<file path="config.mk">
export PLATFORM = sky130hd
export DESIGN_NAME = record_sort_by_price_flat
export DESIGN_NICKNAME = d
export VERILOG_FILES = /design/src/hdl/rsbp_pkg.sv /design/src/hdl/rsbp_ifs.sv /design/src/hdl/record_sort_by_price.sv /design/src/hdl/rsbp_mem.sv /design/src/flat_wrapper.sv
export VERILOG_INCLUDE_DIRS = /design/src /design/src/hdl
export SDC_FILE = /design/constraint.sdc
export NUM_CORES = 2
export LEC_CHECK = 0
export BUFFER_PORTS_ARGS = -buffer_cell sky130_fd_sc_hd__clkbuf_2
export CAP_MARGIN = 20
export CELL_PAD_IN_SITES_DETAIL_PLACEMENT = 1
export CELL_PAD_IN_SITES_GLOBAL_PLACEMENT = 1
export CORE_UTILIZATION = 57
export DETAILED_ROUTE_END_ITERATION = 12
export PLACE_DENSITY_LB_ADDON = 0.05
export RECOVER_POWER = 25
export SYNTH_ARGS = -nofsm -noshare
export SYNTH_HDL_FRONTEND = slang
export SYNTH_SLANG_ARGS = --single-unit
</file>
<file path="constraint.sdc">
create_clock -name i_clk -period 9.9 [get_ports i_clk]
set_input_delay 0.99 -clock i_clk [delete_from_list [all_inputs] [get_ports i_clk]]
set_output_delay 0.99 -clock i_clk [all_outputs]
set_load 0.01 [all_outputs]
</file>
<file path="src/hdl/record_sort_by_price_defines.svh">
// Assertion macros for the record sorter's RTL.
`ifndef RECORD_SORT_BY_PRICE_DEFINES_SVH
`define RECORD_SORT_BY_PRICE_DEFINES_SVH

`ifndef SYNTHESIS

// Same-cycle implication, checked outside reset.
`define RSBP_ASSERT_NOW(label, clk, rst_n, ante, cons) \
    label: assert property (@(posedge clk) disable iff (!rst_n) (ante) |-> (cons)) \
        else $error("rsbp assertion failed");

// Next-cycle implication, checked outside reset.
`define RSBP_ASSERT_NEXT(label, clk, rst_n, ante, cons) \
    label: assert property (@(posedge clk) disable iff (!rst_n) (ante) |=> (cons)) \
        else $error("rsbp assertion failed");

`else

`define RSBP_ASSERT_NOW(label, clk, rst_n, ante, cons)
`define RSBP_ASSERT_NEXT(label, clk, rst_n, ante, cons)

`endif

`endif

</file>
<file path="src/hdl/rsbp_pkg.sv">
// Types and constants shared by the record sorter.
package rsbp_pkg;

    // Field widths of one record.
    localparam int KEY_W = 32;
    localparam int TAG_W = 8;

    // One stored record: signed price key and tag.
    typedef struct packed {
        logic signed [KEY_W-1:0] key;
        logic [TAG_W-1:0]        tag;
    } t_rec;

    // Sequencer states.
    typedef enum logic [2:0] {
        S_LOAD,
        S_TOP_RD,
        S_TOP_LD,
        S_SCAN,
        S_TOP_WR,
        S_OUT_RD,
        S_OUT_LD
    } t_state;

endpackage

</file>
<file path="src/hdl/rsbp_ifs.sv">
// Valid/ready channel interfaces for input records and sorted records.
interface rsbp_in_if;
    logic                              valid;
    logic                              ready;
    logic signed [rsbp_pkg::KEY_W-1:0] price_cents;
    logic [rsbp_pkg::TAG_W-1:0]        record_tag;
    logic                              final_item;

    modport source (output valid, price_cents, record_tag, final_item, input ready);
    modport sink (input valid, price_cents, record_tag, final_item, output ready);
endinterface

interface rsbp_out_if;
    logic                              valid;
    logic                              ready;
    logic signed [rsbp_pkg::KEY_W-1:0] sorted_price;
    logic [rsbp_pkg::TAG_W-1:0]        sorted_tag;
    logic                              run_end;

    modport source (output valid, sorted_price, sorted_tag, run_end, input ready);
    modport sink (input valid, sorted_price, sorted_tag, run_end, output ready);
endinterface

</file>
<file path="src/hdl/record_sort_by_price.sv">
// A non-final record is written to the store when it is accepted; the set is sorted after the final one.
// Sort of n records: one compare per cycle on the store's read port.
// Output: each sorted record is read, loaded and handed over; the next read waits until the sink takes the held one.
// Input ready is high only while loading; the last result may still wait during the next load.
// Reset (synchronous, active low) empties the buffer and drops any pending output.
`include "record_sort_by_price_defines.svh"

module record_sort_by_price #(
    parameter int unsigned MAX_ITEMS = 64
) (
    input  logic        i_clk,
    input  logic        i_rst_n,
    rsbp_in_if.sink     i_rec,
    rsbp_out_if.source  o_srt
);

    localparam int unsigned IW = $clog2(MAX_ITEMS);
    localparam int unsigned CW = $clog2(MAX_ITEMS + 1);
    localparam logic [CW-1:0] MAX_CNT = CW'(MAX_ITEMS);

    rsbp_pkg::t_state r_state, n_state;
    logic [CW-1:0] r_count;
    logic [CW-1:0] r_n;
    logic [IW-1:0] r_top_idx;
    logic [IW-1:0] r_cmp;
    logic [IW-1:0] r_oidx;
    logic          r_ovalid;
    logic          r_oend;
    rsbp_pkg::t_rec r_top;
    rsbp_pkg::t_rec r_out;

    logic           wr_en;
    logic [IW-1:0]  wr_addr;
    rsbp_pkg::t_rec wr_data;
    logic [IW-1:0]  rd_addr;
    rsbp_pkg::t_rec rd_data;

    logic          in_acc;
    logic          room;
    logic [CW-1:0] cnt_next;
    logic [CW-1:0] n_last;
    logic          greater;
    logic          cmp_last;
    logic          out_last;

    rsbp_mem #(.DEPTH(MAX_ITEMS)) u_mem (
        .i_clk     (i_clk),
        .i_wr_en   (wr_en),
        .i_wr_addr (wr_addr),
        .i_wr_data (wr_data),
        .i_rd_addr (rd_addr),
        .o_rd_data (rd_data)
    );

    // Handshake and shared conditions.
    assign i_rec.ready = (r_state == rsbp_pkg::S_LOAD);
    assign in_acc      = i_rec.valid && i_rec.ready;
    assign room        = (r_count < MAX_CNT);
    assign cnt_next    = room ? r_count + 1'b1 : r_count;
    assign n_last      = r_n - 1'b1;
    assign greater     = (r_top.key > rd_data.key);
    assign cmp_last    = (CW'(r_cmp) == n_last);
    assign out_last    = (CW'(r_oidx) == n_last);

    // Next state.
    always_comb begin
        n_state = r_state;
        case (r_state)
            rsbp_pkg::S_LOAD: begin
                if (in_acc && i_rec.final_item) begin
                    n_state = (cnt_next <= CW'(1)) ? rsbp_pkg::S_OUT_RD : rsbp_pkg::S_TOP_RD;
                end
            end
            rsbp_pkg::S_TOP_RD: n_state = rsbp_pkg::S_TOP_LD;
            rsbp_pkg::S_TOP_LD: n_state = rsbp_pkg::S_SCAN;
            rsbp_pkg::S_SCAN: begin
                if (cmp_last) begin
                    n_state = rsbp_pkg::S_TOP_WR;
                end
            end
            rsbp_pkg::S_TOP_WR: begin
                // The pass just finished was the last when the next top has no later entry.
                n_state = ((CW'(r_top_idx) + CW'(2)) >= r_n) ? rsbp_pkg::S_OUT_RD
                                                              : rsbp_pkg::S_TOP_RD;
            end
            rsbp_pkg::S_OUT_RD: begin
                if (!r_ovalid) begin
                    n_state = rsbp_pkg::S_OUT_LD;
                end
            end
            rsbp_pkg::S_OUT_LD: n_state = out_last ? rsbp_pkg::S_LOAD : rsbp_pkg::S_OUT_RD;
            default: n_state = rsbp_pkg::S_LOAD;
        endcase
    end

    // Store accesses for each state.
    always_comb begin
        wr_en   = 1'b0;
        wr_addr = r_count[IW-1:0];
        wr_data = '{key: i_rec.price_cents, tag: i_rec.record_tag};
        rd_addr = r_top_idx;
        case (r_state)
            rsbp_pkg::S_LOAD: begin
                wr_en = in_acc && room;
            end
            rsbp_pkg::S_TOP_RD: begin
                rd_addr = r_top_idx;
            end
            rsbp_pkg::S_TOP_LD: begin
                rd_addr = r_top_idx + 1'b1;
            end
            rsbp_pkg::S_SCAN: begin
                // Swap when the held top is greater: the held top record goes to the search slot.
                rd_addr = r_cmp + 1'b1;
                wr_en   = greater;
                wr_addr = r_cmp;
                wr_data = r_top;
            end
            rsbp_pkg::S_TOP_WR: begin
                wr_en   = 1'b1;
                wr_addr = r_top_idx;
                wr_data = r_top;
            end
            rsbp_pkg::S_OUT_RD: begin
                rd_addr = r_oidx;
            end
            default: begin
                wr_en = 1'b0;
            end
        endcase
    end

    // Control registers.
    always_ff @(posedge i_clk) begin
        if (!i_rst_n) begin
            r_state   <= rsbp_pkg::S_LOAD;
            r_count   <= '0;
            r_n       <= '0;
            r_top_idx <= '0;
            r_cmp     <= '0;
            r_oidx    <= '0;
            r_ovalid  <= 1'b0;
            r_oend    <= 1'b0;
        end else begin
            r_state <= n_state;
            case (r_state)
                rsbp_pkg::S_LOAD: begin
                    if (in_acc) begin
                        if (i_rec.final_item) begin
                            r_n       <= cnt_next;
                            r_count   <= '0;
                            r_top_idx <= '0;
                            r_oidx    <= '0;
                        end else begin
                            r_count <= cnt_next;
                        end
                    end
                end
                rsbp_pkg::S_TOP_LD: r_cmp <= r_top_idx + 1'b1;
                rsbp_pkg::S_SCAN:   r_cmp <= r_cmp + 1'b1;
                rsbp_pkg::S_TOP_WR: r_top_idx <= r_top_idx + 1'b1;
                rsbp_pkg::S_OUT_LD: begin
                    r_oidx <= r_oidx + 1'b1;
                    r_oend <= out_last;
                end
                default: r_cmp <= r_cmp;
            endcase
            // Output register valid: set on load, cleared when the transaction completes.
            if (r_state == rsbp_pkg::S_OUT_LD) begin
                r_ovalid <= 1'b1;
            end else if (o_srt.ready) begin
                r_ovalid <= 1'b0;
            end
        end
    end

    // Record registers: held top record and output record.
    always_ff @(posedge i_clk) begin
        if (r_state == rsbp_pkg::S_TOP_LD) begin
            r_top <= rd_data;
        end else if (r_state == rsbp_pkg::S_SCAN && greater) begin
            r_top <= rd_data;
        end
        if (r_state == rsbp_pkg::S_OUT_LD) begin
            r_out <= rd_data;
        end
    end

    assign o_srt.valid        = r_ovalid;
    assign o_srt.sorted_price = r_out.key;
    assign o_srt.sorted_tag   = r_out.tag;
    assign o_srt.run_end      = r_oend;

    // Checks on the sequencer.
    `RSBP_ASSERT_NOW(a_count_max, i_clk, i_rst_n, 1'b1, r_count <= MAX_CNT)
    `RSBP_ASSERT_NOW(a_out_empty_on_load, i_clk, i_rst_n, r_state == rsbp_pkg::S_OUT_LD, !r_ovalid)
    `RSBP_ASSERT_NOW(a_scan_in_range, i_clk, i_rst_n, r_state == rsbp_pkg::S_SCAN, CW'(r_cmp) < r_n)
    `RSBP_ASSERT_NEXT(a_last_out_ends, i_clk, i_rst_n, r_state == rsbp_pkg::S_OUT_LD && out_last, r_state == rsbp_pkg::S_LOAD && r_oend)

endmodule

</file>
<file path="src/hdl/rsbp_mem.sv">
// Record store: one write port, one read port with registered read data.
module rsbp_mem #(
    parameter int unsigned DEPTH = 64
) (
    input  logic                     i_clk,
    input  logic                     i_wr_en,
    input  logic [$clog2(DEPTH)-1:0] i_wr_addr,
    input  rsbp_pkg::t_rec           i_wr_data,
    input  logic [$clog2(DEPTH)-1:0] i_rd_addr,
    output rsbp_pkg::t_rec           o_rd_data
);

    rsbp_pkg::t_rec r_mem [DEPTH];
    rsbp_pkg::t_rec r_rd_data;

    // Write port.
    always_ff @(posedge i_clk) begin
        if (i_wr_en) begin
            r_mem[i_wr_addr] <= i_wr_data;
        end
    end

    // Read port with registered read data.
    always_ff @(posedge i_clk) begin
        r_rd_data <= r_mem[i_rd_addr];
    end

    assign o_rd_data = r_rd_data;

endmodule
</file>
<file path="src/flat_wrapper.sv">
// flat-port wrapper written by rule: the top's interface ports become plain ports
module record_sort_by_price_flat 
#(
    parameter int unsigned MAX_ITEMS = 64
)
  (i_clk, i_rst_n, i_rec_valid, i_rec_price_cents, i_rec_record_tag, i_rec_final_item, i_rec_ready, o_srt_valid, o_srt_sorted_price, o_srt_sorted_tag, o_srt_run_end, o_srt_ready);
  rsbp_in_if i_rec_i ();
  rsbp_out_if o_srt_i ();
  input  logic i_clk;
  input  logic i_rst_n;
  input wire logic [$bits(i_rec_i.valid)-1:0] i_rec_valid;
  input wire logic [$bits(i_rec_i.price_cents)-1:0] i_rec_price_cents;
  input wire logic [$bits(i_rec_i.record_tag)-1:0] i_rec_record_tag;
  input wire logic [$bits(i_rec_i.final_item)-1:0] i_rec_final_item;
  output wire logic [$bits(i_rec_i.ready)-1:0] i_rec_ready;
  output wire logic [$bits(o_srt_i.valid)-1:0] o_srt_valid;
  output wire logic [$bits(o_srt_i.sorted_price)-1:0] o_srt_sorted_price;
  output wire logic [$bits(o_srt_i.sorted_tag)-1:0] o_srt_sorted_tag;
  output wire logic [$bits(o_srt_i.run_end)-1:0] o_srt_run_end;
  input wire logic [$bits(o_srt_i.ready)-1:0] o_srt_ready;
  assign i_rec_i.valid = i_rec_valid;
  assign i_rec_i.price_cents = i_rec_price_cents;
  assign i_rec_i.record_tag = i_rec_record_tag;
  assign i_rec_i.final_item = i_rec_final_item;
  assign i_rec_ready = i_rec_i.ready;
  assign o_srt_valid = o_srt_i.valid;
  assign o_srt_sorted_price = o_srt_i.sorted_price;
  assign o_srt_sorted_tag = o_srt_i.sorted_tag;
  assign o_srt_run_end = o_srt_i.run_end;
  assign o_srt_i.ready = o_srt_ready;
  record_sort_by_price #(.MAX_ITEMS(MAX_ITEMS)) u_core (.i_clk(i_clk), .i_rst_n(i_rst_n), .i_rec(i_rec_i), .o_srt(o_srt_i));
endmodule
</file>
==> results_dict.tcl <==
set metrics [dict create \
    status "finished, violations left" \
    violations "max-capacitance violations, max-slew violations" \
    cap_violations 27 \
    die_y_um 435 \
    finalHoldViolations 0 \
    grtUsageTotal 0.370 \
    synth_fp_nets 7733 \
    post_cts_buffers 0 \
    grt_remaining_overflow 0 \
    root_buffer "clkbuf_16" \
    p_per_area_nw_per_um2 280 \
    port_buffers 87 \
    clk_pin_slew_worst_paths_ps 60 \
    num_vias 70900 \
    start_util 0.576 \
    area_delta_synth_final_pct 11.6 \
    clock_latency_ps 950 \
    skew_ps 48.9 \
    grt_pass1_vias 72300 \
    dp_hpwl_mm 192 \
    syn_inst 7643 \
    numCtsBuffers 294 \
    ios 88 \
    drc 0 \
    ant_nets 0 \
    ys_seq_area_frac 0.756 \
    avgSynthCellArea_sq_um 14.0 \
    worstSetupEndpointType "flop" \
    coreArea_sq_um 186000 \
    synth.cell_area_sq_um 107000 \
    synth-async-reset-ratio 0 \
    ys_ff_latch 2717 \
    max_clock_freq_mhz 137 \
    ys.flop_type "edfxtp_1" \
    drt_iter0_markers 9516 \
    rows 158 \
    p_leak_uw 0.0389 \
    die_x_um 435 \
    dr.pass1.iters 6 \
    timing.hold.ws_ps 358 \
    cts.repair.resized 0 \
    cp-start-kind "flop" \
    power_uw 33500 \
    synth-edff-count 2640 \
    final_nets 7795 \
    tns_ps 0 \
    relSlewSlack -1.26 \
    arrival_ps 7580 \
    worstSetupPathType "reg -> reg" \
    rsz0062_at_grt "no" \
    synth_warnings 0 \
    final_common_cell "edfxtp_1" \
    final_max_slew_viol_count 1571 \
    yosys-top-cells-area "edfxtp_1 (74%), nand2_1 (6.4%), nand3_1 (2.9%)" \
    fin_crit_sh 0.740 \
    ys_types 73 \
    synth_top_area_share 0.741 \
    grt_max_degree 175 \
    post-synth-top-area-cell "edfxtp_1" \
    tritoncts_num_sinks 2717 \
    peakVddDrop_uv 216 \
    gp_congestion 0.889 \
    grt_pass1_wl_mm 505 \
    cts_tree "built" \
    antenna_found_initial 42 \
    final.min_clock_period_ps 7330 \
    finalWirelength_mm 355 \
    worst_slew_pin_slew_ps 3390 \
    finalSetupViolCount 0 \
    routedWlPerCell_um 34.1 \
    post_route_cells_drive_above_1_share 0.0892 \
    cts_hold_buffers 0 \
    cts.path.max_buffers 4 \
    fin_util 0.643 \
    layout_common_cells "edfxtp_1 (2640), nand2_1 (1809), nand3_1 (618), a21oi_1 (339), clkbuf_16 (300)" \
    via_per_inst 6.81 \
    cts_max_level 5 \
    crit_required_ps 10150 \
    critical_path.max_fanout 64 \
    dieArea_sq_um 189000 \
    min_path_type "in -> reg" \
]
-- cell usage after synthesis, drive strengths merged, types with 15 or more instances --
master  count
xor2       17
a22oi      79
nor3       43
a21o       15
a21oi     339
clkbuf    312
nor2       98
a31oi     128
nand4     104
mux2i     270
and3      103
inv        49
xnor2      20
a211oi    102
edfxtp   2640
o22ai      82
nor4       79
nand3     619
mux2       41
nand2    1814
o21ai      27
a32oi     121
dfxtp      77
buf       205
and4       40
a311oi     77
ha         45
-- state kept, by name, indices dropped and copies added (netlist names) --
name and count:
u_core.o_srt.run_end 1, u_core.o_srt.sorted_tag 8, u_core.r_top_idx 6, u_core.r_top 40, u_core.r_count 7, u_core.r_state 3, u_core.u_mem.r_mem 2560, u_core.r_oidx 6
u_core.o_srt.valid 1, u_core.o_srt.sorted_price 32, u_core.r_n 7, u_core.u_mem.o_rd_data 40, u_core.r_cmp 6
-- report_power, final --
group	internal [uW]	switching (uW)	total (uW)
clock	6010	4390	10400
sequential	14200	434	14700
combinational	1870	6530	8390
-- path summary, 6_finish.rpt --
check                             from                    endpoint  slack (ps)  depth (start not counted)
min reg2reg  u_core.u_mem.o_rd_data[2]  u_core.o_srt.sorted_tag[2]         470                          0
max                  u_core.r_state[1]  u_core.u_mem.r_mem[44][32]        2570                          6
max reg2reg          u_core.r_state[1]  u_core.u_mem.r_mem[44][32]        2570                          6
min                        o_srt_ready          u_core.o_srt.valid         360                          3
-- stage by stage --
| step | worst slack (ps) | cell area [sq um] | instances |
|---|---|---|---|
| 3_5_place_dp | 3830 | 111000 | 9879 |
| 5_1_grt | 2490 | 119000 | 10400 |
| 6_report | 2570 | 119000 | 10400 |
| 4_1_cts | 3780 | 119000 | 10400 |
| 2_1_floorplan | 4420 | 107000 | 7643 |
| 3_3_place_gp | 3950 | 111000 | 9878 |
-- critical path, cell delays in order (launching register included) --
cell and delay, ps:
dfxtp_1 540, nor2_1 360, nand2_1 300, nand2_2 120, clkbuf_1 2370, mux2_2 510
clkbuf_1 2260
-- cells by family (layout without fill, tap and decap cells) --
family,Yosys count,count (layout),synth area share
other,0,20,0
adders and majority gates,45,45,0.00526
buffers and inverters,567,839,0.0222
and+or+nand+nor,2962,2962,0.122
AOI/OAI and AO/OA,1004,1004,0.0623
DFF,2717,2717,0.756
xor gates and xnor gates,37,37,0.00303
muxes,311,311,0.0296
-- per-layer routing --
layer | up-vias | track usage | wire, um
met5 | - | 0 | 90
met4 | 14 | 0.138 | 13200
met3 | 839 | 0.0788 | 39400
met2 | 4382 | 0.577 | 164000
met1 | 36700 | 0.515 | 138000
li1 | 29000 | - | -
-- layout make-up --
type / instances / area (sq um)
clock buffers: 401 / 7990
multi-input cells: 4359 / 24400
inverters: 50 / 188
repair buffers: 283 / 1980
well taps: 2480 / 3100
diodes: 20 / 50.0
clock inverters: 105 / 867
fillers: 17000 / 66400
flip-flops and latches: 2717 / 80800
No activity file was read; power rests on OpenSTA's default activity.
